`src/rtl/core/mission_transfer_sequencer_core_macros.svh`:
```
// Assertion macros shared by the mission transfer sequencer RTL.
`ifndef MISSION_TRANSFER_SEQUENCER_CORE_MACROS_SVH
`define MISSION_TRANSFER_SEQUENCER_CORE_MACROS_SVH

// Same-cycle implication, checked on every rising edge outside reset.
`define MTS_ASSERT_IMPL(name, clk, rst_n, pre, post, msg) \
  name: assert property (@(posedge clk) disable iff (!rst_n) (pre) |-> (post)) \
    else $error(msg);

// Next-cycle implication, checked on every rising edge outside reset.
`define MTS_ASSERT_NEXT(name, clk, rst_n, pre, post, msg) \
  name: assert property (@(posedge clk) disable iff (!rst_n) (pre) |=> (post)) \
    else $error(msg);

`endif

```
`src/rtl/core/mts_pkg.sv`:
```
// Types, codes and constants of the mission transfer sequencer.
package mts_pkg;

  localparam int SEQ_BITS = 16;
  localparam int CS_BITS = 16;
  localparam int unsigned SEQ_MAX = (1 << SEQ_BITS) - 1;
  localparam int FIFO_DEPTH = 2;
  localparam int PTR_BITS = $clog2(FIFO_DEPTH);
  localparam int CNT_BITS = $clog2(FIFO_DEPTH + 1);
  localparam int CFG_IDX_BITS = 2;

  typedef logic [SEQ_BITS-1:0] seq_t;

  localparam logic [CFG_IDX_BITS-1:0] CFG_LOCAL_SYS = 2'd0;
  localparam logic [CFG_IDX_BITS-1:0] CFG_LOCAL_COMP = 2'd1;
  localparam logic [CFG_IDX_BITS-1:0] CFG_MAX_RETRIES = 2'd2;

  localparam logic [3:0] RES_ACCEPTED = 4'd0;
  localparam logic [3:0] RES_ERROR = 4'd1;
  localparam logic [3:0] RES_UNSUPPORTED = 4'd3;
  localparam logic [3:0] RES_NO_SPACE = 4'd4;
  localparam logic [3:0] RES_INVALID_SEQUENCE = 4'd13;
  localparam logic [3:0] RES_OPERATION_CANCELLED = 4'd15;
  localparam logic [7:0] RES_ENUM_END = 8'd16;
  localparam logic [7:0] MAX_KNOWN_KIND = 8'd2;
  localparam logic [7:0] MAX_RETRIES_RESET = 8'd3;

  typedef enum logic [2:0] {
    EV_START_DOWN = 3'd0,
    EV_START_UP   = 3'd1,
    EV_COUNT      = 3'd2,
    EV_ITEM       = 3'd3,
    EV_REQUEST    = 3'd4,
    EV_ACK        = 3'd5,
    EV_TIMEOUT    = 3'd6,
    EV_CANCEL     = 3'd7
  } event_t;

  typedef enum logic [2:0] {
    PH_IDLE   = 3'd0,
    PH_WCOUNT = 3'd1,
    PH_WITEM  = 3'd2,
    PH_WREQ   = 3'd3,
    PH_WACK   = 3'd4,
    PH_DONE   = 3'd5,
    PH_CANCEL = 3'd6,
    PH_ERROR  = 3'd7
  } phase_t;

  typedef enum logic [1:0] {
    DIR_NONE = 2'd0,
    DIR_DOWN = 2'd1,
    DIR_UP   = 2'd2
  } dir_t;

  typedef enum logic [2:0] {
    MK_REQLIST = 3'd0,
    MK_COUNT   = 3'd1,
    MK_REQ     = 3'd2,
    MK_REQINT  = 3'd3,
    MK_ITEM    = 3'd4,
    MK_ITEMINT = 3'd5,
    MK_ACK     = 3'd6
  } msg_kind_t;

  // One classified event as it waits in the queue.
  typedef struct packed {
    event_t             evt;
    logic [7:0]         peer_system;
    logic [7:0]         peer_component;
    logic [7:0]         mission_kind;
    logic [7:0]         dest_system;
    logic [7:0]         dest_component;
    logic [CS_BITS-1:0] count_or_seq;
    logic               int_variant;
    logic [7:0]         ack_code;
    logic               unsupported;
    logic               oversize;
  } item_t;

  // One result transaction.
  typedef struct packed {
    logic               handled;
    logic               send_valid;
    msg_kind_t          msg_kind;
    logic [CS_BITS-1:0] msg_seq;
    logic [3:0]         msg_ack;
    logic               resend;
    logic               store_item;
    phase_t             phase;
    logic [3:0]         outcome;
    logic [7:0]         msg_dest_system;
    logic [7:0]         msg_dest_component;
    logic [7:0]         msg_mission_kind;
  } result_t;

endpackage

```
`src/rtl/core/mts_if.sv`:
```
// Input and result channel interfaces of the mission transfer sequencer.
interface mts_in_if;
  logic                       valid;
  logic                       ready;
  logic [2:0]                 req_type;
  logic [7:0]                 peer_system;
  logic [7:0]                 peer_component;
  logic [7:0]                 mission_kind;
  logic [7:0]                 dest_system_in;
  logic [7:0]                 dest_component_in;
  logic [mts_pkg::CS_BITS-1:0] count_or_seq;
  logic                       int_variant;
  logic [7:0]                 ack_code;

  modport source (
    output valid, req_type, peer_system, peer_component, mission_kind,
           dest_system_in, dest_component_in, count_or_seq, int_variant, ack_code,
    input  ready
  );
  modport sink (
    input  valid, req_type, peer_system, peer_component, mission_kind,
           dest_system_in, dest_component_in, count_or_seq, int_variant, ack_code,
    output ready
  );
endinterface

interface mts_out_if;
  logic                       valid;
  logic                       ready;
  logic                       handled;
  logic                       send_valid;
  logic [2:0]                 msg_kind;
  logic [mts_pkg::CS_BITS-1:0] msg_seq;
  logic [3:0]                 msg_ack;
  logic                       resend;
  logic                       store_item;
  logic [2:0]                 phase;
  logic [3:0]                 outcome;
  logic [7:0]                 msg_dest_system;
  logic [7:0]                 msg_dest_component;
  logic [7:0]                 msg_mission_kind;

  modport source (
    output valid, handled, send_valid, msg_kind, msg_seq, msg_ack, resend, store_item,
           phase, outcome, msg_dest_system, msg_dest_component, msg_mission_kind,
    input  ready
  );
  modport sink (
    input  valid, handled, send_valid, msg_kind, msg_seq, msg_ack, resend, store_item,
           phase, outcome, msg_dest_system, msg_dest_component, msg_mission_kind,
    output ready
  );
endinterface

```
`src/rtl/core/mts_front.sv`:
```
// Front end: accepts event transactions and classifies them for the queue.
module mts_front (
  mts_in_if.sink          in_chan,
  input  logic            fifo_full,
  output logic            push,
  output mts_pkg::item_t  push_item
);

  mts_pkg::event_t evt;

  always_comb begin
    case (in_chan.req_type)
      mts_pkg::EV_START_DOWN: evt = mts_pkg::EV_START_DOWN;
      mts_pkg::EV_START_UP:   evt = mts_pkg::EV_START_UP;
      mts_pkg::EV_COUNT:      evt = mts_pkg::EV_COUNT;
      mts_pkg::EV_ITEM:       evt = mts_pkg::EV_ITEM;
      mts_pkg::EV_REQUEST:    evt = mts_pkg::EV_REQUEST;
      mts_pkg::EV_ACK:        evt = mts_pkg::EV_ACK;
      mts_pkg::EV_TIMEOUT:    evt = mts_pkg::EV_TIMEOUT;
      default:                evt = mts_pkg::EV_CANCEL;
    endcase
  end

  assign in_chan.ready = !fifo_full;
  assign push = in_chan.valid && !fifo_full;

  always_comb begin
    push_item.evt            = evt;
    push_item.peer_system    = in_chan.peer_system;
    push_item.peer_component = in_chan.peer_component;
    push_item.mission_kind   = in_chan.mission_kind;
    push_item.dest_system    = in_chan.dest_system_in;
    push_item.dest_component = in_chan.dest_component_in;
    push_item.count_or_seq   = in_chan.count_or_seq;
    push_item.int_variant    = in_chan.int_variant;
    push_item.ack_code       = in_chan.ack_code;
    push_item.unsupported    = in_chan.mission_kind > mts_pkg::MAX_KNOWN_KIND;
    push_item.oversize       = 32'(in_chan.count_or_seq) > mts_pkg::SEQ_MAX;
  end

endmodule

```
`src/rtl/core/mts_fifo.sv`:
```
// Short queue of classified events between the front and back ends.
`include "mission_transfer_sequencer_core_macros.svh"

module mts_fifo (
  input  logic                 clk,
  input  logic                 rst_n,
  input  logic                 wr_en,
  input  mts_pkg::item_t       wr_data,
  output logic                 full,
  input  logic                 rd_en,
  output logic                 rd_valid,
  output mts_pkg::item_t       rd_data
);

  mts_pkg::item_t                  slot_r [mts_pkg::FIFO_DEPTH];
  logic [mts_pkg::PTR_BITS-1:0]    wr_ptr_r, wr_ptr_nxt;
  logic [mts_pkg::PTR_BITS-1:0]    rd_ptr_r, rd_ptr_nxt;
  logic [mts_pkg::CNT_BITS-1:0]    count_r, count_nxt;

  assign full     = count_r == mts_pkg::CNT_BITS'(mts_pkg::FIFO_DEPTH);
  assign rd_valid = count_r != '0;
  assign rd_data  = slot_r[rd_ptr_r];

  always_comb begin
    wr_ptr_nxt = wr_ptr_r;
    rd_ptr_nxt = rd_ptr_r;
    count_nxt  = count_r;
    if (wr_en) begin
      wr_ptr_nxt = (32'(wr_ptr_r) == mts_pkg::FIFO_DEPTH - 1) ? '0 : wr_ptr_r + 1'b1;
    end
    if (rd_en) begin
      rd_ptr_nxt = (32'(rd_ptr_r) == mts_pkg::FIFO_DEPTH - 1) ? '0 : rd_ptr_r + 1'b1;
    end
    if (wr_en && !rd_en) begin
      count_nxt = count_r + 1'b1;
    end else if (rd_en && !wr_en) begin
      count_nxt = count_r - 1'b1;
    end
  end

  always_ff @(posedge clk) begin
    if (!rst_n) begin
      wr_ptr_r <= '0;
      rd_ptr_r <= '0;
      count_r  <= '0;
    end else begin
      wr_ptr_r <= wr_ptr_nxt;
      rd_ptr_r <= rd_ptr_nxt;
      count_r  <= count_nxt;
    end
  end

  always_ff @(posedge clk) begin
    if (wr_en) begin
      slot_r[wr_ptr_r] <= wr_data;
    end
  end

  `MTS_ASSERT_IMPL(a_no_write_when_full, clk, rst_n, full, !wr_en, "queue written while full")
  `MTS_ASSERT_IMPL(a_no_read_when_empty, clk, rst_n, !rd_valid, !rd_en, "queue read while empty")
  `MTS_ASSERT_NEXT(a_write_fills, clk, rst_n, wr_en && !rd_en, count_r != '0, "write lost")

endmodule

```
`src/rtl/core/mts_back.sv`:
```
// Back end: transfer state machine, configuration registers and result register.
`include "mission_transfer_sequencer_core_macros.svh"

module mts_back (
  input  logic                              clk,
  input  logic                              rst_n,
  input  logic                              item_valid,
  input  mts_pkg::item_t                    item,
  output logic                              pop,
  input  logic                              cfg_we,
  input  logic [mts_pkg::CFG_IDX_BITS-1:0]  cfg_index,
  input  logic [7:0]                        cfg_data,
  mts_out_if.source                         out_chan
);

  mts_pkg::phase_t    phase_r, phase_nxt;
  mts_pkg::dir_t      dir_r, dir_nxt;
  logic [7:0]         key_sys_r, key_sys_nxt;
  logic [7:0]         key_comp_r, key_comp_nxt;
  logic [7:0]         key_kind_r, key_kind_nxt;
  mts_pkg::seq_t      total_r, total_nxt;
  mts_pkg::seq_t      next_r, next_nxt;
  logic [7:0]         retries_r, retries_nxt;
  logic               last_valid_r, last_valid_nxt;
  mts_pkg::msg_kind_t last_kind_r, last_kind_nxt;
  mts_pkg::seq_t      last_seq_r, last_seq_nxt;
  logic [3:0]         outcome_r, outcome_nxt;
  logic [7:0]         loc_sys_r, loc_sys_nxt;
  logic [7:0]         loc_comp_r, loc_comp_nxt;
  logic [7:0]         max_retries_r, max_retries_nxt;
  logic               out_valid_r, out_valid_nxt;
  mts_pkg::result_t   out_r, res;

  logic                                active;
  logic                                hdr_match;
  logic [3:0]                          ack_res;
  logic [mts_pkg::CS_BITS-1:0]         cs;
  logic [mts_pkg::CS_BITS-1:0]         next_w;
  logic [mts_pkg::CS_BITS-1:0]         prev_w;
  mts_pkg::seq_t                       next_inc;
  mts_pkg::msg_kind_t                  req_kind;
  mts_pkg::msg_kind_t                  item_kind;

  assign active = phase_r inside {mts_pkg::PH_WCOUNT, mts_pkg::PH_WITEM,
                                  mts_pkg::PH_WREQ, mts_pkg::PH_WACK};
  assign hdr_match = item.peer_system == key_sys_r && item.peer_component == key_comp_r
                  && item.mission_kind == key_kind_r && item.dest_system == loc_sys_r
                  && item.dest_component == loc_comp_r;
  assign ack_res = (item.ack_code < mts_pkg::RES_ENUM_END) ? item.ack_code[3:0]
                                                           : mts_pkg::RES_ERROR;
  assign cs        = item.count_or_seq;
  assign next_inc  = next_r + 1'b1;
  assign next_w    = mts_pkg::CS_BITS'(next_r);
  assign prev_w    = mts_pkg::CS_BITS'(mts_pkg::seq_t'(next_r - 1'b1));
  assign req_kind  = item.int_variant ? mts_pkg::MK_REQINT : mts_pkg::MK_REQ;
  assign item_kind = item.int_variant ? mts_pkg::MK_ITEMINT : mts_pkg::MK_ITEM;

  // The result register frees itself in the same cycle it is taken.
  assign pop = item_valid && (!out_valid_r || out_chan.ready);

  always_comb begin
    phase_nxt       = phase_r;
    dir_nxt         = dir_r;
    key_sys_nxt     = key_sys_r;
    key_comp_nxt    = key_comp_r;
    key_kind_nxt    = key_kind_r;
    total_nxt       = total_r;
    next_nxt        = next_r;
    retries_nxt     = retries_r;
    last_valid_nxt  = last_valid_r;
    last_kind_nxt   = last_kind_r;
    last_seq_nxt    = last_seq_r;
    outcome_nxt     = outcome_r;
    loc_sys_nxt     = loc_sys_r;
    loc_comp_nxt    = loc_comp_r;
    max_retries_nxt = max_retries_r;
    res             = '0;

    if (cfg_we) begin
      case (cfg_index)
        mts_pkg::CFG_LOCAL_SYS:   if (!active) loc_sys_nxt = cfg_data;
        mts_pkg::CFG_LOCAL_COMP:  if (!active) loc_comp_nxt = cfg_data;
        mts_pkg::CFG_MAX_RETRIES: max_retries_nxt = cfg_data;
        default: ;
      endcase
    end

    if (pop) begin
      case (item.evt)
        mts_pkg::EV_START_DOWN, mts_pkg::EV_START_UP: begin
          if (!active) begin
            phase_nxt      = mts_pkg::PH_IDLE;
            dir_nxt        = (item.evt == mts_pkg::EV_START_DOWN) ? mts_pkg::DIR_DOWN
                                                                  : mts_pkg::DIR_UP;
            key_sys_nxt    = item.peer_system;
            key_comp_nxt   = item.peer_component;
            key_kind_nxt   = item.mission_kind;
            total_nxt      = '0;
            next_nxt       = '0;
            retries_nxt    = '0;
            last_valid_nxt = 1'b0;
            last_kind_nxt  = mts_pkg::MK_REQLIST;
            last_seq_nxt   = '0;
            outcome_nxt    = mts_pkg::RES_ACCEPTED;
            res.handled    = 1'b1;
            if (item.unsupported) begin
              phase_nxt   = mts_pkg::PH_ERROR;
              outcome_nxt = mts_pkg::RES_UNSUPPORTED;
            end else if (item.evt == mts_pkg::EV_START_DOWN) begin
              phase_nxt      = mts_pkg::PH_WCOUNT;
              res.send_valid = 1'b1;
              res.msg_kind   = mts_pkg::MK_REQLIST;
              last_valid_nxt = 1'b1;
            end else if (item.oversize) begin
              phase_nxt   = mts_pkg::PH_ERROR;
              outcome_nxt = mts_pkg::RES_NO_SPACE;
            end else begin
              total_nxt      = mts_pkg::seq_t'(cs);
              phase_nxt      = (cs == '0) ? mts_pkg::PH_WACK : mts_pkg::PH_WREQ;
              res.send_valid = 1'b1;
              res.msg_kind   = mts_pkg::MK_COUNT;
              res.msg_seq    = cs;
              last_valid_nxt = 1'b1;
              last_kind_nxt  = mts_pkg::MK_COUNT;
              last_seq_nxt   = mts_pkg::seq_t'(cs);
            end
          end
        end
        mts_pkg::EV_COUNT: begin
          if (dir_r == mts_pkg::DIR_DOWN && phase_r == mts_pkg::PH_WCOUNT && hdr_match) begin
            res.handled    = 1'b1;
            res.send_valid = 1'b1;
            retries_nxt    = '0;
            if (item.oversize) begin
              phase_nxt      = mts_pkg::PH_ERROR;
              outcome_nxt    = mts_pkg::RES_NO_SPACE;
              last_valid_nxt = 1'b0;
              res.msg_kind   = mts_pkg::MK_ACK;
              res.msg_ack    = mts_pkg::RES_NO_SPACE;
            end else begin
              total_nxt = mts_pkg::seq_t'(cs);
              next_nxt  = '0;
              if (cs == '0) begin
                phase_nxt      = mts_pkg::PH_DONE;
                outcome_nxt    = mts_pkg::RES_ACCEPTED;
                last_valid_nxt = 1'b0;
                res.msg_kind   = mts_pkg::MK_ACK;
                res.msg_ack    = mts_pkg::RES_ACCEPTED;
              end else begin
                phase_nxt      = mts_pkg::PH_WITEM;
                res.msg_kind   = mts_pkg::MK_REQINT;
                last_valid_nxt = 1'b1;
                last_kind_nxt  = mts_pkg::MK_REQINT;
                last_seq_nxt   = '0;
              end
            end
          end
        end
        mts_pkg::EV_ITEM: begin
          if (dir_r == mts_pkg::DIR_DOWN && phase_r == mts_pkg::PH_WITEM && hdr_match) begin
            res.handled    = 1'b1;
            res.send_valid = 1'b1;
            retries_nxt    = '0;
            if (next_r != '0 && cs == prev_w) begin
              // Duplicate of the previous item: ask for the current one again.
              res.msg_kind   = req_kind;
              res.msg_seq    = next_w;
              last_valid_nxt = 1'b1;
              last_kind_nxt  = req_kind;
              last_seq_nxt   = next_r;
            end else if (cs != next_w) begin
              phase_nxt      = mts_pkg::PH_ERROR;
              outcome_nxt    = mts_pkg::RES_INVALID_SEQUENCE;
              last_valid_nxt = 1'b0;
              res.msg_kind   = mts_pkg::MK_ACK;
              res.msg_ack    = mts_pkg::RES_INVALID_SEQUENCE;
            end else begin
              res.store_item = 1'b1;
              next_nxt       = next_inc;
              if (next_inc < total_r) begin
                res.msg_kind   = req_kind;
                res.msg_seq    = mts_pkg::CS_BITS'(next_inc);
                last_valid_nxt = 1'b1;
                last_kind_nxt  = req_kind;
                last_seq_nxt   = next_inc;
              end else begin
                phase_nxt      = mts_pkg::PH_DONE;
                outcome_nxt    = mts_pkg::RES_ACCEPTED;
                last_valid_nxt = 1'b0;
                res.msg_kind   = mts_pkg::MK_ACK;
                res.msg_seq    = cs;
                res.msg_ack    = mts_pkg::RES_ACCEPTED;
              end
            end
          end
        end
        mts_pkg::EV_REQUEST: begin
          if (dir_r == mts_pkg::DIR_UP && hdr_match
              && (phase_r == mts_pkg::PH_WREQ || phase_r == mts_pkg::PH_WACK)) begin
            res.handled = 1'b1;
            retries_nxt = '0;
            if (cs >= mts_pkg::CS_BITS'(total_r)) begin
              phase_nxt      = mts_pkg::PH_ERROR;
              outcome_nxt    = mts_pkg::RES_INVALID_SEQUENCE;
              last_valid_nxt = 1'b0;
            end else if (cs == next_w || (next_r != '0 && cs == prev_w)) begin
              if (cs == next_w) begin
                next_nxt  = next_inc;
                phase_nxt = (next_inc == total_r) ? mts_pkg::PH_WACK : mts_pkg::PH_WREQ;
              end
              res.send_valid = 1'b1;
              res.msg_kind   = item_kind;
              res.msg_seq    = cs;
              last_valid_nxt = 1'b1;
              last_kind_nxt  = item_kind;
              last_seq_nxt   = mts_pkg::seq_t'(cs);
            end else begin
              phase_nxt      = mts_pkg::PH_ERROR;
              outcome_nxt    = mts_pkg::RES_INVALID_SEQUENCE;
              last_valid_nxt = 1'b0;
            end
          end
        end
        mts_pkg::EV_ACK: begin
          if (active && hdr_match
              && (dir_r == mts_pkg::DIR_DOWN || dir_r == mts_pkg::DIR_UP)) begin
            if (ack_res != mts_pkg::RES_ACCEPTED) begin
              res.handled    = 1'b1;
              phase_nxt      = mts_pkg::PH_ERROR;
              outcome_nxt    = ack_res;
              retries_nxt    = '0;
              last_valid_nxt = 1'b0;
            end else if (dir_r == mts_pkg::DIR_UP) begin
              res.handled    = 1'b1;
              retries_nxt    = '0;
              last_valid_nxt = 1'b0;
              if (next_r != total_r) begin
                phase_nxt   = mts_pkg::PH_ERROR;
                outcome_nxt = mts_pkg::RES_INVALID_SEQUENCE;
              end else begin
                phase_nxt   = mts_pkg::PH_DONE;
                outcome_nxt = mts_pkg::RES_ACCEPTED;
              end
            end
          end
        end
        mts_pkg::EV_TIMEOUT: begin
          if (active && last_valid_r) begin
            res.handled = 1'b1;
            if (retries_r >= max_retries_r) begin
              phase_nxt      = mts_pkg::PH_ERROR;
              outcome_nxt    = mts_pkg::RES_ERROR;
              retries_nxt    = '0;
              last_valid_nxt = 1'b0;
            end else begin
              retries_nxt    = retries_r + 1'b1;
              res.send_valid = 1'b1;
              res.msg_kind   = last_kind_r;
              res.msg_seq    = mts_pkg::CS_BITS'(last_seq_r);
              res.resend     = 1'b1;
            end
          end
        end
        default: begin
          if (active) begin
            phase_nxt      = mts_pkg::PH_CANCEL;
            outcome_nxt    = mts_pkg::RES_OPERATION_CANCELLED;
            retries_nxt    = '0;
            last_valid_nxt = 1'b0;
            res.handled    = 1'b1;
            res.send_valid = 1'b1;
            res.msg_kind   = mts_pkg::MK_ACK;
            res.msg_ack    = mts_pkg::RES_OPERATION_CANCELLED;
          end
        end
      endcase
    end

    res.phase              = phase_nxt;
    res.outcome            = outcome_nxt;
    res.msg_dest_system    = key_sys_nxt;
    res.msg_dest_component = key_comp_nxt;
    res.msg_mission_kind   = key_kind_nxt;

    out_valid_nxt = out_valid_r;
    if (pop) begin
      out_valid_nxt = 1'b1;
    end else if (out_chan.ready) begin
      out_valid_nxt = 1'b0;
    end
  end

  always_ff @(posedge clk) begin
    if (!rst_n) begin
      phase_r       <= mts_pkg::PH_IDLE;
      dir_r         <= mts_pkg::DIR_NONE;
      key_sys_r     <= '0;
      key_comp_r    <= '0;
      key_kind_r    <= '0;
      total_r       <= '0;
      next_r        <= '0;
      retries_r     <= '0;
      last_valid_r  <= 1'b0;
      last_kind_r   <= mts_pkg::MK_REQLIST;
      last_seq_r    <= '0;
      outcome_r     <= mts_pkg::RES_ACCEPTED;
      loc_sys_r     <= '0;
      loc_comp_r    <= '0;
      max_retries_r <= mts_pkg::MAX_RETRIES_RESET;
      out_valid_r   <= 1'b0;
    end else begin
      phase_r       <= phase_nxt;
      dir_r         <= dir_nxt;
      key_sys_r     <= key_sys_nxt;
      key_comp_r    <= key_comp_nxt;
      key_kind_r    <= key_kind_nxt;
      total_r       <= total_nxt;
      next_r        <= next_nxt;
      retries_r     <= retries_nxt;
      last_valid_r  <= last_valid_nxt;
      last_kind_r   <= last_kind_nxt;
      last_seq_r    <= last_seq_nxt;
      outcome_r     <= outcome_nxt;
      loc_sys_r     <= loc_sys_nxt;
      loc_comp_r    <= loc_comp_nxt;
      max_retries_r <= max_retries_nxt;
      out_valid_r   <= out_valid_nxt;
    end
  end

  always_ff @(posedge clk) begin
    if (pop) begin
      out_r <= res;
    end
  end

  assign out_chan.valid              = out_valid_r;
  assign out_chan.handled            = out_r.handled;
  assign out_chan.send_valid         = out_r.send_valid;
  assign out_chan.msg_kind           = out_r.msg_kind;
  assign out_chan.msg_seq            = out_r.msg_seq;
  assign out_chan.msg_ack            = out_r.msg_ack;
  assign out_chan.resend             = out_r.resend;
  assign out_chan.store_item         = out_r.store_item;
  assign out_chan.phase              = out_r.phase;
  assign out_chan.outcome            = out_r.outcome;
  assign out_chan.msg_dest_system    = out_r.msg_dest_system;
  assign out_chan.msg_dest_component = out_r.msg_dest_component;
  assign out_chan.msg_mission_kind   = out_r.msg_mission_kind;

  `MTS_ASSERT_IMPL(a_idle_without_dir, clk, rst_n, dir_r == mts_pkg::DIR_NONE, phase_r == mts_pkg::PH_IDLE, "direction lost while a transfer is open")
  `MTS_ASSERT_IMPL(a_next_within_total, clk, rst_n, 1'b1, next_r <= total_r, "next sequence ran past the item count")
  `MTS_ASSERT_IMPL(a_retries_need_last, clk, rst_n, !last_valid_r, retries_r == '0, "retry count kept without a message to resend")
  `MTS_ASSERT_IMPL(a_bad_outcome_ends, clk, rst_n, outcome_r != mts_pkg::RES_ACCEPTED, phase_r == mts_pkg::PH_ERROR || phase_r == mts_pkg::PH_CANCEL, "failure code outside a failed phase")

endmodule

```
`src/rtl/core/mission_transfer_sequencer_core.sv`:
```
// An accepted transaction goes into a queue slot, then is popped into the result register.
// Throughput: one event per cycle while results are taken, set by the single-step back end.
// A two-entry queue decouples input acceptance from result stalls; ready drops only when full.
// Reset: synchronous, active low; phase idle, no direction, key and counters zero, outcome
// accepted, local identity zero and max retries three. No clearing pass is needed.
module mission_transfer_sequencer_core (
  input  logic                              clk,
  input  logic                              rst_n,
  mts_in_if.sink                            in_chan,
  mts_out_if.source                         out_chan,
  input  logic                              cfg_we,
  input  logic [mts_pkg::CFG_IDX_BITS-1:0]  cfg_index,
  input  logic [7:0]                        cfg_data
);

  // The front end only decodes the event code and flags the fields that do not depend on
  // transfer state: an unsupported mission type and a count beyond the sequence range.
  logic           push;
  logic           fifo_full;
  logic           item_valid;
  logic           pop;
  mts_pkg::item_t push_item;
  mts_pkg::item_t pop_item;

  mts_front u_front (
    .in_chan   (in_chan),
    .fifo_full (fifo_full),
    .push      (push),
    .push_item (push_item)
  );

  // The queue lets new transactions land while the result register waits on the sink.
  mts_fifo u_fifo (
    .clk      (clk),
    .rst_n    (rst_n),
    .wr_en    (push),
    .wr_data  (push_item),
    .full     (fifo_full),
    .rd_en    (pop),
    .rd_valid (item_valid),
    .rd_data  (pop_item)
  );

  // The back end matches count, item, request and ack events against the peer key and local
  // identity, applies events to the transfer state combinationally, loads the result register.
  // Configuration writes land here as well, since identity writes are refused during a transfer.
  mts_back u_back (
    .clk        (clk),
    .rst_n      (rst_n),
    .item_valid (item_valid),
    .item       (pop_item),
    .pop        (pop),
    .cfg_we     (cfg_we),
    .cfg_index  (cfg_index),
    .cfg_data   (cfg_data),
    .out_chan   (out_chan)
  );

endmodule
```
`src/flat_wrapper.sv`:
```
// flat-port wrapper written by rule: the top's interface ports become plain ports
module mission_transfer_sequencer_core_flat 
  (clk, rst_n, cfg_we, cfg_index, cfg_data, in_chan_valid, in_chan_req_type, in_chan_peer_system, in_chan_peer_component, in_chan_mission_kind, in_chan_dest_system_in, in_chan_dest_component_in, in_chan_count_or_seq, in_chan_int_variant, in_chan_ack_code, in_chan_ready, out_chan_valid, out_chan_handled, out_chan_send_valid, out_chan_msg_kind, out_chan_msg_seq, out_chan_msg_ack, out_chan_resend, out_chan_store_item, out_chan_phase, out_chan_outcome, out_chan_msg_dest_system, out_chan_msg_dest_component, out_chan_msg_mission_kind, out_chan_ready);
  mts_in_if in_chan_i ();
  mts_out_if out_chan_i ();
  input  logic clk;
  input  logic rst_n;
  input  logic cfg_we;
  input  logic [mts_pkg::CFG_IDX_BITS-1:0] cfg_index;
  input  logic [7:0] cfg_data;
  input wire logic [$bits(in_chan_i.valid)-1:0] in_chan_valid;
  input wire logic [$bits(in_chan_i.req_type)-1:0] in_chan_req_type;
  input wire logic [$bits(in_chan_i.peer_system)-1:0] in_chan_peer_system;
  input wire logic [$bits(in_chan_i.peer_component)-1:0] in_chan_peer_component;
  input wire logic [$bits(in_chan_i.mission_kind)-1:0] in_chan_mission_kind;
  input wire logic [$bits(in_chan_i.dest_system_in)-1:0] in_chan_dest_system_in;
  input wire logic [$bits(in_chan_i.dest_component_in)-1:0] in_chan_dest_component_in;
  input wire logic [$bits(in_chan_i.count_or_seq)-1:0] in_chan_count_or_seq;
  input wire logic [$bits(in_chan_i.int_variant)-1:0] in_chan_int_variant;
  input wire logic [$bits(in_chan_i.ack_code)-1:0] in_chan_ack_code;
  output wire logic [$bits(in_chan_i.ready)-1:0] in_chan_ready;
  output wire logic [$bits(out_chan_i.valid)-1:0] out_chan_valid;
  output wire logic [$bits(out_chan_i.handled)-1:0] out_chan_handled;
  output wire logic [$bits(out_chan_i.send_valid)-1:0] out_chan_send_valid;
  output wire logic [$bits(out_chan_i.msg_kind)-1:0] out_chan_msg_kind;
  output wire logic [$bits(out_chan_i.msg_seq)-1:0] out_chan_msg_seq;
  output wire logic [$bits(out_chan_i.msg_ack)-1:0] out_chan_msg_ack;
  output wire logic [$bits(out_chan_i.resend)-1:0] out_chan_resend;
  output wire logic [$bits(out_chan_i.store_item)-1:0] out_chan_store_item;
  output wire logic [$bits(out_chan_i.phase)-1:0] out_chan_phase;
  output wire logic [$bits(out_chan_i.outcome)-1:0] out_chan_outcome;
  output wire logic [$bits(out_chan_i.msg_dest_system)-1:0] out_chan_msg_dest_system;
  output wire logic [$bits(out_chan_i.msg_dest_component)-1:0] out_chan_msg_dest_component;
  output wire logic [$bits(out_chan_i.msg_mission_kind)-1:0] out_chan_msg_mission_kind;
  input wire logic [$bits(out_chan_i.ready)-1:0] out_chan_ready;
  assign in_chan_i.valid = in_chan_valid;
  assign in_chan_i.req_type = in_chan_req_type;
  assign in_chan_i.peer_system = in_chan_peer_system;
  assign in_chan_i.peer_component = in_chan_peer_component;
  assign in_chan_i.mission_kind = in_chan_mission_kind;
  assign in_chan_i.dest_system_in = in_chan_dest_system_in;
  assign in_chan_i.dest_component_in = in_chan_dest_component_in;
  assign in_chan_i.count_or_seq = in_chan_count_or_seq;
  assign in_chan_i.int_variant = in_chan_int_variant;
  assign in_chan_i.ack_code = in_chan_ack_code;
  assign in_chan_ready = in_chan_i.ready;
  assign out_chan_valid = out_chan_i.valid;
  assign out_chan_handled = out_chan_i.handled;
  assign out_chan_send_valid = out_chan_i.send_valid;
  assign out_chan_msg_kind = out_chan_i.msg_kind;
  assign out_chan_msg_seq = out_chan_i.msg_seq;
  assign out_chan_msg_ack = out_chan_i.msg_ack;
  assign out_chan_resend = out_chan_i.resend;
  assign out_chan_store_item = out_chan_i.store_item;
  assign out_chan_phase = out_chan_i.phase;
  assign out_chan_outcome = out_chan_i.outcome;
  assign out_chan_msg_dest_system = out_chan_i.msg_dest_system;
  assign out_chan_msg_dest_component = out_chan_i.msg_dest_component;
  assign out_chan_msg_mission_kind = out_chan_i.msg_mission_kind;
  assign out_chan_i.ready = out_chan_ready;
  mission_transfer_sequencer_core u_core (.clk(clk), .rst_n(rst_n), .in_chan(in_chan_i), .out_chan(out_chan_i), .cfg_we(cfg_we), .cfg_index(cfg_index), .cfg_data(cfg_data));
endmodule
```
`config.mk`:
```
export PLATFORM = sky130hd
export DESIGN_NAME = mission_transfer_sequencer_core_flat
export DESIGN_NICKNAME = d
export VERILOG_FILES = /design/src/rtl/core/mts_pkg.sv /design/src/rtl/core/mts_if.sv /design/src/rtl/core/mts_front.sv /design/src/rtl/core/mts_fifo.sv /design/src/rtl/core/mts_back.sv /design/src/rtl/core/mission_transfer_sequencer_core.sv /design/src/flat_wrapper.sv
export VERILOG_INCLUDE_DIRS = /design/src /design/src/rtl/core
export SDC_FILE = /design/constraint.sdc
export NUM_CORES = 1
export LEC_CHECK = 0
export BUFFER_PORTS_ARGS = -buffer_cell sky130_fd_sc_hd__buf_2
export CORE_ASPECT_RATIO = 1.1
export CORE_UTILIZATION = 25
export CTS_CLUSTER_SIZE = 28
export DETAILED_ROUTE_END_ITERATION = 7
export GPL_TIMING_DRIVEN = 0
export PLACE_DENSITY = 0.37
export SYNTH_ARGS = -nofsm -noshare
export SYNTH_HDL_FRONTEND = slang
export SYNTH_SLANG_ARGS = --single-unit
```
`constraint.sdc`:
```
create_clock -name clk -period 5.5 [get_ports clk]
set_input_delay 1.65 -clock clk [delete_from_list [all_inputs] [get_ports clk]]
set_output_delay 1.65 -clock clk [all_outputs]
set_load 0.05 [all_outputs]
```
After elaboration in Yosys (flattened, before gate mapping)
Memories as Yosys holds them, arrays and structs flattened. A register that Yosys moved wholly into a read port is not among the register bits.
Index checks and enable logic that the tools add are counted.

word-level totals
  register bits = 180
  bits in writable memories = 138
  bits of input ports = 83
  output and inout port bits = 60
  logic and storage cells = 328
  memories kept = 1

memories
  memory                words  bits a word  read ports  clocked after memory_dff  write ports  RTL line        RTL
  u_core.u_fifo.slot_r  2      69           1           1                         1            mts_fifo.sv:15  mts_pkg::item_t slot_r [mts_pkg::FIFO_DEPTH];

cells by class
  add/sub/neg operators = 7
  $lt $le $gt $ge = 5
  eq/ne operators = 48
  mux-type cells = 181
  bitwise gates (word level) = 3
  reductions and logical operators = 52

operators by type and width
  operator                                             count
  two-way mux 16 bit                                   28
  case mux 16 bit (4 select lines)                     3
  two-way mux 8 bit                                    19
  two-way mux 3 bit                                    42
  two-way mux 20 bit                                   5
  two-way mux 4 bit                                    24
  two-way mux 21 bit                                   3
  equality test 16 bit                                 3
  case mux 4 bit (6 select lines)                      2
  case mux 8 bit (6 select lines)                      1
  equality test 8 bit                                  5
  two-way mux 1 bit                                    38
  two-way mux 19 bit                                   2
  != test 16 bit                                       2
  case mux 16 bit (2 select lines)                     1
  != test 2 bit, second input constant                 14
  two-way mux 25 bit                                   1
  AND reduction 12 bit                                 2
  equality test 3 bit, second input constant           7
  case mux 3 bit (7 select lines)                      1
  equality test 3 x 2 -> 1 bit, second input constant  6
  logical AND 1 bit                                    18
  case mux 3 bit (6 select lines)                      1
  adder 16 x 1 -> 16 bit, second input constant        1
  other kinds (37)                                     67

Longest topological paths before layout
Gate-level depths: netlist (run 1).

  depth in word-level cells = 10
  depth in mapped cells = 20
  mapped depth without buffers = 17

Hierarchy
From an unflattened synthesis (run 1), not the netlist that was laid out.

second synthesis, totals
  cells, all modules = 1765
  area, all modules = 17584.4 um2

modules (own cells, without submodules)
  module     instances  cells an instance  area each (um2)  seq. area each (um2)
  mts_back   1          1450               11742.5          4073.9
  mts_fifo   1          240                5297.6           4304.1
  mts_front  1          75                 544.3            0.0

Worst setup path before layout (run 1)
Ideal clock, no wire load.

  path kind = input -> register
  from = input in_chan_valid
  to = memory u_core.u_fifo.slot_r[0][0] in the netlist's numbering (enable)
  setup time = 497 ps
  arrival time = 4644 ps
  data required time = 5003 ps
  slack = 360 ps
  stages = 2
  path buffers = 0
  cells stage by stage = nand2_1 > nor2_1

on the way
  word-level cells in the longest chain between the ends = 3

ends and longest elaborated chain
  element                                  RTL line            RTL
  start, declared                          flat_wrapper.sv:11  input wire logic [$bits(in_chan_i.valid)-1:0] in_chan_valid;
  logical AND 1 bit                        mts_front.sv:25     assign push = in_chan.valid && !fifo_full;
  two-way mux 1 bit                        mts_fifo.sv:54      if (wr_en) begin
  two-way mux 1 bit (not written as such)  mts_fifo.sv:55      slot_r[wr_ptr_r] <= wr_data;
  end, declared                            mts_fifo.sv:15

Every way passes these cells.

==> impl_metrics.env, run 1 <==
export IMPL_status="finished clean"
export IMPL_clkSinkCount=317
export IMPL_wirelength_mm=60.61
export IMPL_yosys_warnings=0
export IMPL_cts_tree="yes"
export IMPL_fin_area_um2=19740
export IMPL_worstPathMaxFanout=10
export IMPL_multi_input_area_um2=7657
export IMPL_cap_viol_max_count=0
export IMPL_antenna_found_initial=2
export IMPL_seq_area_um2=8288
export IMPL_yosys_area_top_type="edfxtp_1"
export IMPL_holdCritPathClass="reg2reg"
export IMPL_numCtsBuffers=41
export IMPL_ant_nets=0
export IMPL_drc=0
export IMPL_synth_nets=1710
export IMPL_clock_latency_ns=0.56
export IMPL_relSlewSlack_pct=10.85
export IMPL_place_area_um2=18390
export IMPL_design_die_area_um2=67090
export IMPL_r2r_cells=20
export IMPL_arrival_ns=5.41
export IMPL_finalHoldViolCount=0
export IMPL_netlist_area_leader_share_pct=35.28
export IMPL_drive_gt1_share_pct=17.57
export IMPL_cts_path_max_buffers=3
export IMPL_p_per_area_nw_per_um2=492.8
export IMPL_vdd_drop_max_mv=0.3533
export IMPL_synth_edff_count=194
export IMPL_worstSetupEndpointType="flop"
export IMPL_track_usage_pct=18.10
export IMPL_firstDrtPassIters=5
export IMPL_slowest_stage="dfxtp_1"
export IMPL_synth_seq_area_share_pct=50.19
export IMPL_power_leakage_nw=7.093
export IMPL_coreArea_um2=65110
export IMPL_fin_crit_sh_pct=94.25
export IMPL_grt_pass1_vias=13210
export IMPL_yosysUniqueCellTypes=90
export IMPL_rsz0062_at_grt="false"
export IMPL_slowest_delay_ns=0.39
export IMPL_dp_slack_ns=-0.9942
export IMPL_path_buf_inv=5
export IMPL_htreeDepth=2
export IMPL_reg2reg_slack_ns=0.32
export IMPL_antennaDiodeCount=0
export IMPL_layout_nets=1902
export IMPL_gr_total_overflow=0
export IMPL_rows=98
export IMPL_finalPower_w=0.009726
export IMPL_ioPinCount=143
export IMPL_final_min_clock_period_ns=5.184
export IMPL_dieWidth_um=247.1
export IMPL_first_iter_violations=840
export IMPL_yosys_top_cells_area="edfxtp_1 35%, dfxtp_1 15%, mux2i_1 6.4%, xnor2_1 4.8%, nor2_1 4.2%"
export IMPL_clkTransAtPathRegs_ns=0.06
export IMPL_critPathTopFamily="simple AND/OR/NAND/NOR gates"
export IMPL_initial_core_util_pct=25.36
export IMPL_vias_per_cell=4.874
export IMPL_cts_root_buf="clkbuf_16"
export IMPL_setup_worst_path_class="reg2reg"
export IMPL_whs_path_depth=2
export IMPL_num_vias=12940
export IMPL_clock_skew_ns=0.02023
export IMPL_syn_to_final_growth_pct=19.52
export IMPL_grt_max_degree=41
export IMPL_cp_depth=20
export IMPL_yosysMostFrequentCell="edfxtp_1"
export IMPL_ys_ff_latch=317
export IMPL_synth_async_sr_flop_share_pct=0
export IMPL_die_h_um=271.6
export IMPL_fin_cells=2654
export IMPL_io_buffers=138
export IMPL_syn_area_um2=16510
export IMPL_path_cells="buf_2, nand3_2, or2_2, clkbuf_1, nor2_1, and3_1, nand3_1, xor2_2, inv_1, ha_1, nand2_1, or3_1, a211oi_1, a211oi_2, clkbuf_2, clkbuf_2, nand2_1, o21ai_0, a21oi_1, o221ai_1"
export IMPL_fillers=6776
export IMPL_synth_common_cells="194 x edfxtp_1, 185 x nor2_1, 123 x dfxtp_1"
export IMPL_ys_flop_type="edfxtp_1"
export IMPL_tightest_slew_ns=1.300
export IMPL_dp_cells=2575
export IMPL_setup_tns_ns=0
export IMPL_avgSynthCellArea_um2=10.45
export IMPL_setup_slack_ns=0.3162
export IMPL_start_kind="flop"
export IMPL_worstPathRequired_ns=5.73
export IMPL_grt_pass1_wl_mm=88.57
export IMPL_hpwl_mm=46.43
export IMPL_fmaxAchievable_mhz=192.9
export IMPL_place_congestion=0.8966
export IMPL_wl_per_cell_um=22.84
export IMPL_finalMaxSlewViolations=0
export IMPL_syn_inst=1580
export IMPL_final_setup_viol_count=0
[cells by family after synthesis]
logic type               share of synthesized area [%]
AO/OA/AOI/OAI                                    13.86
XOR/XNOR                                         5.675
adder cells (fa/ha/maj)                          3.561
buffers and inverters                            4.053
flip-flops                                       50.19
multiplexers                                     6.955
AND/OR/NAND/NOR                                  15.71
[sequential cells by signal, summed over array words and instances, names as in the netlist, 16 cells and up, named ones only]
register,flops
u_core.u_back.total_r,16
u_core.u_back.last_seq_r,16
u_core.u_fifo.slot_r,138
u_core.u_back.out_chan.msg_seq,16
u_core.u_back.next_r,16
[path summary, 6_finish.rpt]
kind	startpoint	end
worst min register to register	u_core.u_back.retries_r[7]	u_core.u_back.retries_r[7]
worst max register to register	u_core.u_back.next_r[0]	u_core.u_back.out_chan.msg_seq[1]
worst max-delay path	u_core.u_back.next_r[0]	u_core.u_back.out_chan.msg_seq[1]
worst min-delay path	u_core.u_back.retries_r[7]	u_core.u_back.retries_r[7]
[repair_timing]
action                     in CTS  in global routing
pin swaps                       1                  1
gates resized for setup        13                 15
buffers inserted                1                  3
hold buffers                    0                  0
setup endpoints to repair      50                 37
[metrics by stage]
step | util, % | hold WS [ns]
2_1_floorplan | - | 0.4488
3_3_place_gp | 28.06 | 0.4729
3_5_place_dp | 28.24 | 0.4796
4_1_cts | 30.21 | 0.4908
5_1_grt | 30.31 | 0.5309
6_report | 30.31 | 0.4871
[tightest hold or removal path, cell delays in order, from the launching register on]
cell     delay, ns
dfxtp_1       0.32
nand2_1       0.06
o22ai_1       0.06
[layout make-up]
type	count	area share [%]
clock inverters	23	0.6529
multi-input cells	1117	38.80
plain buffers	93	2.441
flip-flops and latches	317	41.99
clock buffers	52	5.559
repair buffers	149	4.158
well taps	850	5.388
inverters	53	1.014
[layer usage]
metal	vias up	wire length (um)	share of wire [%]	GRT usage, %
met5	-	9	0.015	0
met4	2	2667	4.4	7.359
met3	116	2334	3.9	2.808
met2	299	31120	51	32.80
met1	6330	24480	40	20.98
li1	6189	-	-	-
[where the power goes]
part / total, W / switching, W / internal, W / leakage, nW
clock: 0.00249 / 0.00107 / 0.00141 / 0.597
combinational: 0.00387 / 0.00273 / 0.00114 / 3.66
sequential: 0.00337 / 0.000215 / 0.00315 / 2.83
total: 0.00973 / 0.00402 / 0.00571 / 7.09
[placed cells by master, fill, tap and decap left out, types with 24 or more instances in the layout]
| cell type | Yosys | final |
|---|---|---|
| edfxtp_1 | 194 | 194 |
| nor2_1 | 185 | 184 |
| buf_2 | 8 | 150 |
| dfxtp_1 | 123 | 123 |
| a21oi_1 | 117 | 116 |
| mux2i_1 | 105 | 100 |
| xnor2_1 | 90 | 90 |
| nand2_1 | 86 | 86 |
| clkbuf_1 | 66 | 67 |
| o21ai_0 | 57 | 57 |
| inv_1 | 52 | 52 |
| ha_1 | 47 | 47 |
| clkbuf_16 | 0 | 41 |
| and2_1 | 31 | 31 |
| a211oi_1 | 27 | 26 |
| nand3_1 | 26 | 24 |
(Power assumes the default switching activity.)
==> run 2: changes to the inputs <==
Settings changed: SYNTH_HIERARCHICAL from default to 1, TNS_END_PERCENT from default to 100.
==> run 2 against run 1 <==
Net effect: combinational power is 1% lower; clock skew down 0.00059 ns; maximum frequency is 4.7% lower; setup slack got worse by 0.25 ns; routed wire length up 11%; total power is 0.50% higher; flip-flop and latch count up 3; worst hold slack worse by 0.031 ns; die area up 6.4%; critical path depth shrank 7; register-to-register slack got worse by 0.25 ns; critical path type unchanged; critical endpoint is now u_core/u_back/last_seq_r[12]; largest power group unchanged.
==> impl_metrics.env, run 2 <==
export IMPL_status="finished clean"
export IMPL_ioPinCount=143
export IMPL_gr_total_overflow=0
export IMPL_synth_top_family_by_area="simple AND/OR/NAND/NOR gates"
export IMPL_dp_cells=2778
export IMPL_grt_max_degree=49
export IMPL_layout_common_cells="232 x nand2_1, 197 x edfxtp_1, 123 x dfxtp_1, 101 x nor2_1, 95 x buf_2"
export IMPL_worstPathMaxFanout=10
export IMPL_fin_cells=2854
export IMPL_design_die_area_um2=71400
export IMPL_synth_common_cells="232 x nand2_1, 197 x edfxtp_1, 123 x dfxtp_1"
export IMPL_worstSetupEndpointType="flop"
export IMPL_dieWidth_um=254.9
export IMPL_setup_worst_path_class="reg2reg"
export IMPL_relSlewSlack_pct=6.443
export IMPL_grt_pass1_vias=14140
export IMPL_syn_inst=1765
export IMPL_avgSynthCellArea_um2=9.963
export IMPL_syn_to_final_growth_pct=17.72
export IMPL_num_vias=14050
export IMPL_final_setup_viol_count=0
export IMPL_htreeDepth=2
export IMPL_synth_mux_area_share_pct=6.667
export IMPL_fin_crit_sh_pct=98.87
export IMPL_firstDrtPassIters=5
export IMPL_drc=0
export IMPL_drive_gt1_share_pct=18.89
export IMPL_rows=101
export IMPL_first_iter_violations=912
export IMPL_coreArea_um2=69250
export IMPL_ant_nets=0
export IMPL_hpwl_mm=50.81
export IMPL_vias_per_cell=4.923
export IMPL_fmaxAchievable_mhz=183.9
export IMPL_track_usage_pct=18.89
export IMPL_vdd_drop_max_mv=0.3227
export IMPL_clock_latency_ns=0.57
export IMPL_ys_flop_type="edfxtp_1"
export IMPL_yosys_area_share_adder_pct=3.344
export IMPL_cts_path_max_buffers=3
export IMPL_yosysUniqueCellTypes=88
export IMPL_power_leakage_nw=7.604
export IMPL_antenna_found_initial=4
export IMPL_cts_root_buf="clkbuf_16"
export IMPL_netlist_area_leader_share_pct=33.64
export IMPL_p_per_area_nw_per_um2=472.2
export IMPL_final_common_cell="nand2_1"
export IMPL_cts_hold_buffers=0
export IMPL_syn_area_um2=17580
export IMPL_worstPathRequired_ns=5.96
export IMPL_yosys_warnings=6
export IMPL_largest_register_ffs=140
export IMPL_synth_seq_area_share_pct=47.64
export IMPL_synth_edff_count=197
export IMPL_top_register="u_core/u_fifo/slot_r"
export IMPL_synth_xor_area_share_pct=5.529
export IMPL_final_min_clock_period_ns=5.438
export IMPL_fillers=7399
export IMPL_yosys_area_top_type="edfxtp_1"
export IMPL_wirelength_mm=67.38
export IMPL_finalMaxSlewViolations=0
export IMPL_clock_skew_ns=0.01964
export IMPL_start_kind="flop"
export IMPL_yosysMostFrequentCell="nand2_1"
export IMPL_die_h_um=280.2
export IMPL_rsz0062_at_grt="true"
export IMPL_synth_async_sr_flop_share_pct=0
export IMPL_fin_util_pct=29.89
export IMPL_wl_per_cell_um=23.61
export IMPL_ys_ff_latch=320
export IMPL_io_buffers=82
export IMPL_antennaDiodeCount=0
export IMPL_yosys_top_cells_area="edfxtp_1 34%, dfxtp_1 14%, nand2_1 5.0%, mux2_2 4.7%, xnor2_1 3.7%"
export IMPL_synth_nets=1895
export IMPL_tightest_slew_ns=1.393
export IMPL_layout_nets=2025
export IMPL_grt_pass1_wl_mm=97.72
export IMPL_numCtsBuffers=40
export IMPL_arrival_ns=5.90
export IMPL_cts_tree="yes"
export IMPL_place_congestion=0.9447
export IMPL_synth_compound_area_share_pct=12.94
export IMPL_synth_simple_area_share_pct=17.21
export IMPL_finalHoldViolCount=0
export IMPL_clkTransAtPathRegs_ns=0.06
export IMPL_finalPower_w=0.009775
export IMPL_initial_core_util_pct=25.39
export IMPL_clkSinkCount=320
export IMPL_cap_viol_max_count=0
export IMPL_holdCritPathClass="reg2reg"
==> run 2: cell count changes after synthesis, sizes merged, moves of 19 or more <==
cell	delta
buf	+70
o21ai	+25
and2	+22
a21oi	-43
mux2i	-73
nand2	+146
mux2	+68
nor2	-83
xor2	+19
==> run 2: path summary, 6_finish.rpt <==
| path | slack [ns] | depth (start not counted) | startpoint | end |
|---|---|---|---|---|
| setup / recovery | 0.06 | 13 | flop | u_core/u_back/last_seq_r[12] |
| hold / removal | 0.46 | 2 | u_core/u_back/last_seq_r[9] | u_core/u_back/last_seq_r[9] |
| setup reg to reg | 0.06 | 13 | flop | u_core/u_back/last_seq_r[12] |
| hold reg to reg | 0.46 | 2 | u_core/u_back/last_seq_r[9] | u_core/u_back/last_seq_r[9] |
==> run 2: cell type report <==
cell class	count	area (um2)	area share, %
Tap cell	927	1160	5.603
Inverter	45	171.4	0.8281
Multi-Input combinational cell	1223	8112	39.19
Sequential cell	320	8378	40.47
Timing Repair Buffer	90	535.5	2.587
Clock buffer	57	1199	5.791
Clock inverter	17	143.9	0.6951
Buffer	175	1001	4.836
==> run 2: routing by layer <==
metal / vias to the layer above / routed length [um] / track usage, %
met5: - / 53 / 0
met4: 8 / 2514 / 7.032
met3: 126 / 3353 / 3.173
met2: 425 / 33800 / 33.47
met1: 6902 / 27660 / 22.63
li1: 6590 / - / -
==> run 2: per-stage QoR <==
step / cell area, um2 / TNS, ns / hold slack [ns] / worst slack (ns)
finish: 20700 / 0 / 0.4556 / 0.06204
global route: 20700 / -0.01596 / 0.4858 / -0.01596
CTS: 20680 / 0 / 0.4614 / 0.08070
detailed placement: 19270 / -30.99 / 0.4544 / -0.8673
global placement: 19160 / -140.06 / 0.4533 / -1.844
floorplan: 17590 / 0 / 0.4362 / 0.5205
==> run 2: worst max-delay path: stages, from the launching register on <==
cell	delay, ns
dfxtp_1	0.31
buf_2	0.35
buf_6	0.27
mux2_2	0.38
xnor2_1	0.55
nand4_1	0.27
nor4_4	0.60
nand4_1	0.51
a22oi_1	0.49
nand3_1	0.37
a21oi_4	0.42
buf_2	0.40
a21oi_1	0.11
a311oi_1	0.27
==> run 2: repair_timing <==
action	4_1_cts	5_1_grt
resized for setup	13	6
pin swaps	1	0
endpoints found under the setup margin	75	23
buffers inserted	4	0
==> run 2: power by group <==
group	leakage [nW]	switching [W]	total [W]	internal [W]
Sequential	2.86	0.000180	0.00330	0.00312
Clock	0.654	0.00108	0.00265	0.00157
Combinational	4.09	0.00274	0.00382	0.00108
==> run 2: cell families after synthesis <==
group,count (synthesis)
multiplexers,108
buffers and inverters,222
AND/OR/NAND/NOR,612
other,1
AO/OA/AOI/OAI,344
flip-flops,320
XOR/XNOR,111
adder cells (fa/ha/maj),47
==> run 3: changes to the inputs <==
Settings changed: CAP_MARGIN from default to 20, PLACE_DENSITY 0.37 to default.
==> run 3 against run 2 <==
Net effect: final cell count hardly changed; critical path type unchanged; die area is the same; highest routed layer unchanged; worst hold slack gained 0.016 ns; first-iteration DRC count up 41%.
==> impl_metrics.env, run 3 (synthesis gave the netlist of run 2 again) <==
export IMPL_hold_end="u_core/u_back/last_seq_r[9]"
export IMPL_clkTransAtPathRegs_ns=0.06
export IMPL_worstPathRequired_ns=5.91
export IMPL_critPathTopFamily="simple AND/OR/NAND/NOR gates"
export IMPL_arrival_ns=5.77
export IMPL_path_buf_inv=4
export IMPL_place_area_um2=19280
export IMPL_r2r_cells=17
export IMPL_ant_nets=0
export IMPL_clkSinkCount=320
export IMPL_reg2reg_to="u_core/u_back/last_seq_r[14]"
export IMPL_htreeDepth=2
export IMPL_final_common_cell="nand2_1"
export IMPL_rsz0062_at_grt="false"
export IMPL_antennaDiodeCount=0
export IMPL_grt_max_degree=59
export IMPL_worstSetupEndpointType="flop"
export IMPL_fin_util_pct=29.78
export IMPL_rows=101
export IMPL_fin_area_um2=20620
export IMPL_cts_tree="yes"
export IMPL_drive_gt1_share_pct=19.00
export IMPL_p_per_area_nw_per_um2=466.9
export IMPL_numCtsBuffers=39
export IMPL_ioPinCount=143
export IMPL_wirelength_mm=63.99
export IMPL_drc=0
export IMPL_path_cells="clkbuf_1, clkbuf_2, and3_1, nand4_1, inv_1, nand3_1, or4_1, xnor2_1, ha_1, a21o_1, a21oi_1, nand2_1, nor2_4, o311ai_1, nor2_2, buf_2, a311oi_1"
export IMPL_design_die_area_um2=71400
export IMPL_antenna_found_initial=7
export IMPL_worstPathMaxFanout=10
export IMPL_first_iter_violations=1284
export IMPL_final_setup_viol_count=0
export IMPL_dieWidth_um=254.9
export IMPL_top_register="u_core/u_fifo/slot_r"
export IMPL_tightest_slew_ns=1.059
export IMPL_hp_start="u_core/u_back/last_seq_r[9]"
export IMPL_finalHoldViolCount=0
export IMPL_vias_per_cell=5.048
export IMPL_setup_worst_path_class="reg2reg"
export IMPL_slowest_stage="or4_1"
export IMPL_worstReg2RegStart="u_core/u_back/next_r[4]"
export IMPL_syn_to_final_growth_pct=17.28
export IMPL_initial_core_util_pct=25.39
export IMPL_relSlewSlack_pct=29.14
export IMPL_cts_root_buf="clkbuf_16"
export IMPL_coreArea_um2=69250
export IMPL_status="finished clean"
export IMPL_clock_latency_ns=0.58
export IMPL_vdd_drop_max_mv=0.3531
export IMPL_reg2reg_slack_ns=0.14
export IMPL_cap_viol_max_count=0
export IMPL_dp_slack_ns=-0.8399
export IMPL_clock_skew_ns=0.03618
export IMPL_start_kind="flop"
export IMPL_final_min_clock_period_ns=5.358
export IMPL_fmaxAchievable_mhz=186.6
export IMPL_grt_pass1_wl_mm=93.67
export IMPL_holdCritPathClass="reg2reg"
export IMPL_io_buffers=82
export IMPL_gr_total_overflow=0
export IMPL_largest_register_ffs=140
export IMPL_place_congestion=0.9688
export IMPL_power_leakage_nw=7.565
export IMPL_grt_pass1_vias=14390
export IMPL_num_vias=14400
export IMPL_die_h_um=280.2
export IMPL_hpwl_mm=48.01
export IMPL_fin_crit_sh_pct=97.42
export IMPL_track_usage_pct=17.72
export IMPL_firstDrtPassIters=5
export IMPL_layout_common_cells="232 x nand2_1, 197 x edfxtp_1, 123 x dfxtp_1, 101 x nor2_1, 94 x buf_2"
export IMPL_finalMaxSlewViolations=0
export IMPL_cts_path_max_buffers=3
export IMPL_slowest_delay_ns=0.59
export IMPL_whs_path_depth=2
export IMPL_setup_slack_ns=0.1420
export IMPL_wl_per_cell_um=22.43
export IMPL_layout_nets=2026
[run 3: cell count changes in the layout (fill, tap and decap cells not counted), moves of 2 or more]
cell and delta:
clkinv_2 +3, clkbuf_1 +3, clkbuf_8 -5, bufinv_16 +2, clkinv_4 +2, clkinv_1 -6
clkbuf_16 -4, clkinvlp_4 +2, inv_16 +2
[run 3: metal layers]
layer	part of all wire [%]	up-vias	track usage (%)
met5	0.12	-	0
met4	3.3	12	5.620
met3	7.4	144	4.026
met2	48	624	30.06
met1	41	7028	22.07
li1	-	6594	-
[run 3: through the flow]
| stage | total power, W | hold slack, ns | TNS [ns] | instances |
|---|---|---|---|---|
| final | 0.009628 | 0.4714 | 0 | 2853 |
| after detailed placement | 0.007058 | 0.4633 | -24.49 | 2780 |
| after floorplan | 0.005883 | 0.4362 | 0 | 1765 |
| after global placement | 0.007026 | 0.4555 | -81.84 | 2774 |
| after global routing | 0.01004 | 0.4948 | 0 | 2853 |
| after CTS | 0.009678 | 0.4722 | 0 | 2851 |
[run 3: how the worst max path moves through the flow]
stage,start,to,slack (ns),cells past startpoint
after floorplan,out_chan_ready,u_core/u_back/retries_r[0],0.52,11
after global placement,out_chan_ready,u_core/u_back/retries_r[7],-1.37,12
after detailed placement,u_core/u_back/next_r[1],u_core/u_back/out_chan.msg_seq[9],-0.84,19
after CTS,u_core/u_back/next_r[6],u_core/u_back/out_chan.msg_seq[9],0.003,19
after global routing,u_core/u_back/next_r[0],u_core/u_back/out_chan.msg_seq[9],0.07,18
final,u_core/u_back/next_r[4],u_core/u_back/last_seq_r[14],0.14,17
[run 3: worst register-to-register path: stages, from the launching register on]
cell and delay (ns):
dfxtp_1 0.31, clkbuf_1 0.30, clkbuf_2 0.33, and3_1 0.30
nand4_1 0.24, inv_1 0.13, nand3_1 0.21, or4_1 0.59
xnor2_1 0.36, ha_1 0.32, a21o_1 0.16, a21oi_1 0.24
nand2_1 0.15, nor2_4 0.32, o311ai_1 0.26, nor2_2 0.45
buf_2 0.37, a311oi_1 0.16
[run 3: area by class of cell]
type / instances / area [um2]
clock inverters: 21 / 231.5
well taps: 927 / 1160
flip-flops and latches: 320 / 8378
plain buffers: 176 / 1005
repair buffers: 91 / 543.0
multi-input cells: 1223 / 8097
fillers: 7315 / 48630
inverters: 45 / 171.4
clock buffers: 50 / 1037
[run 3: power by group]
group          total [W]  switching, W  internal [W]
registers        0.00331      0.000189       0.00312
logic            0.00375       0.00268       0.00107
clock network    0.00257       0.00107       0.00150
[run 3: what timing repair did]
action | CTS | global route
pin swaps | 0 | 2
hold buffers | 0 | 0
setup buffers | 0 | 3
endpoints found under the setup margin | 52 | 45
resized for setup | 11 | 6
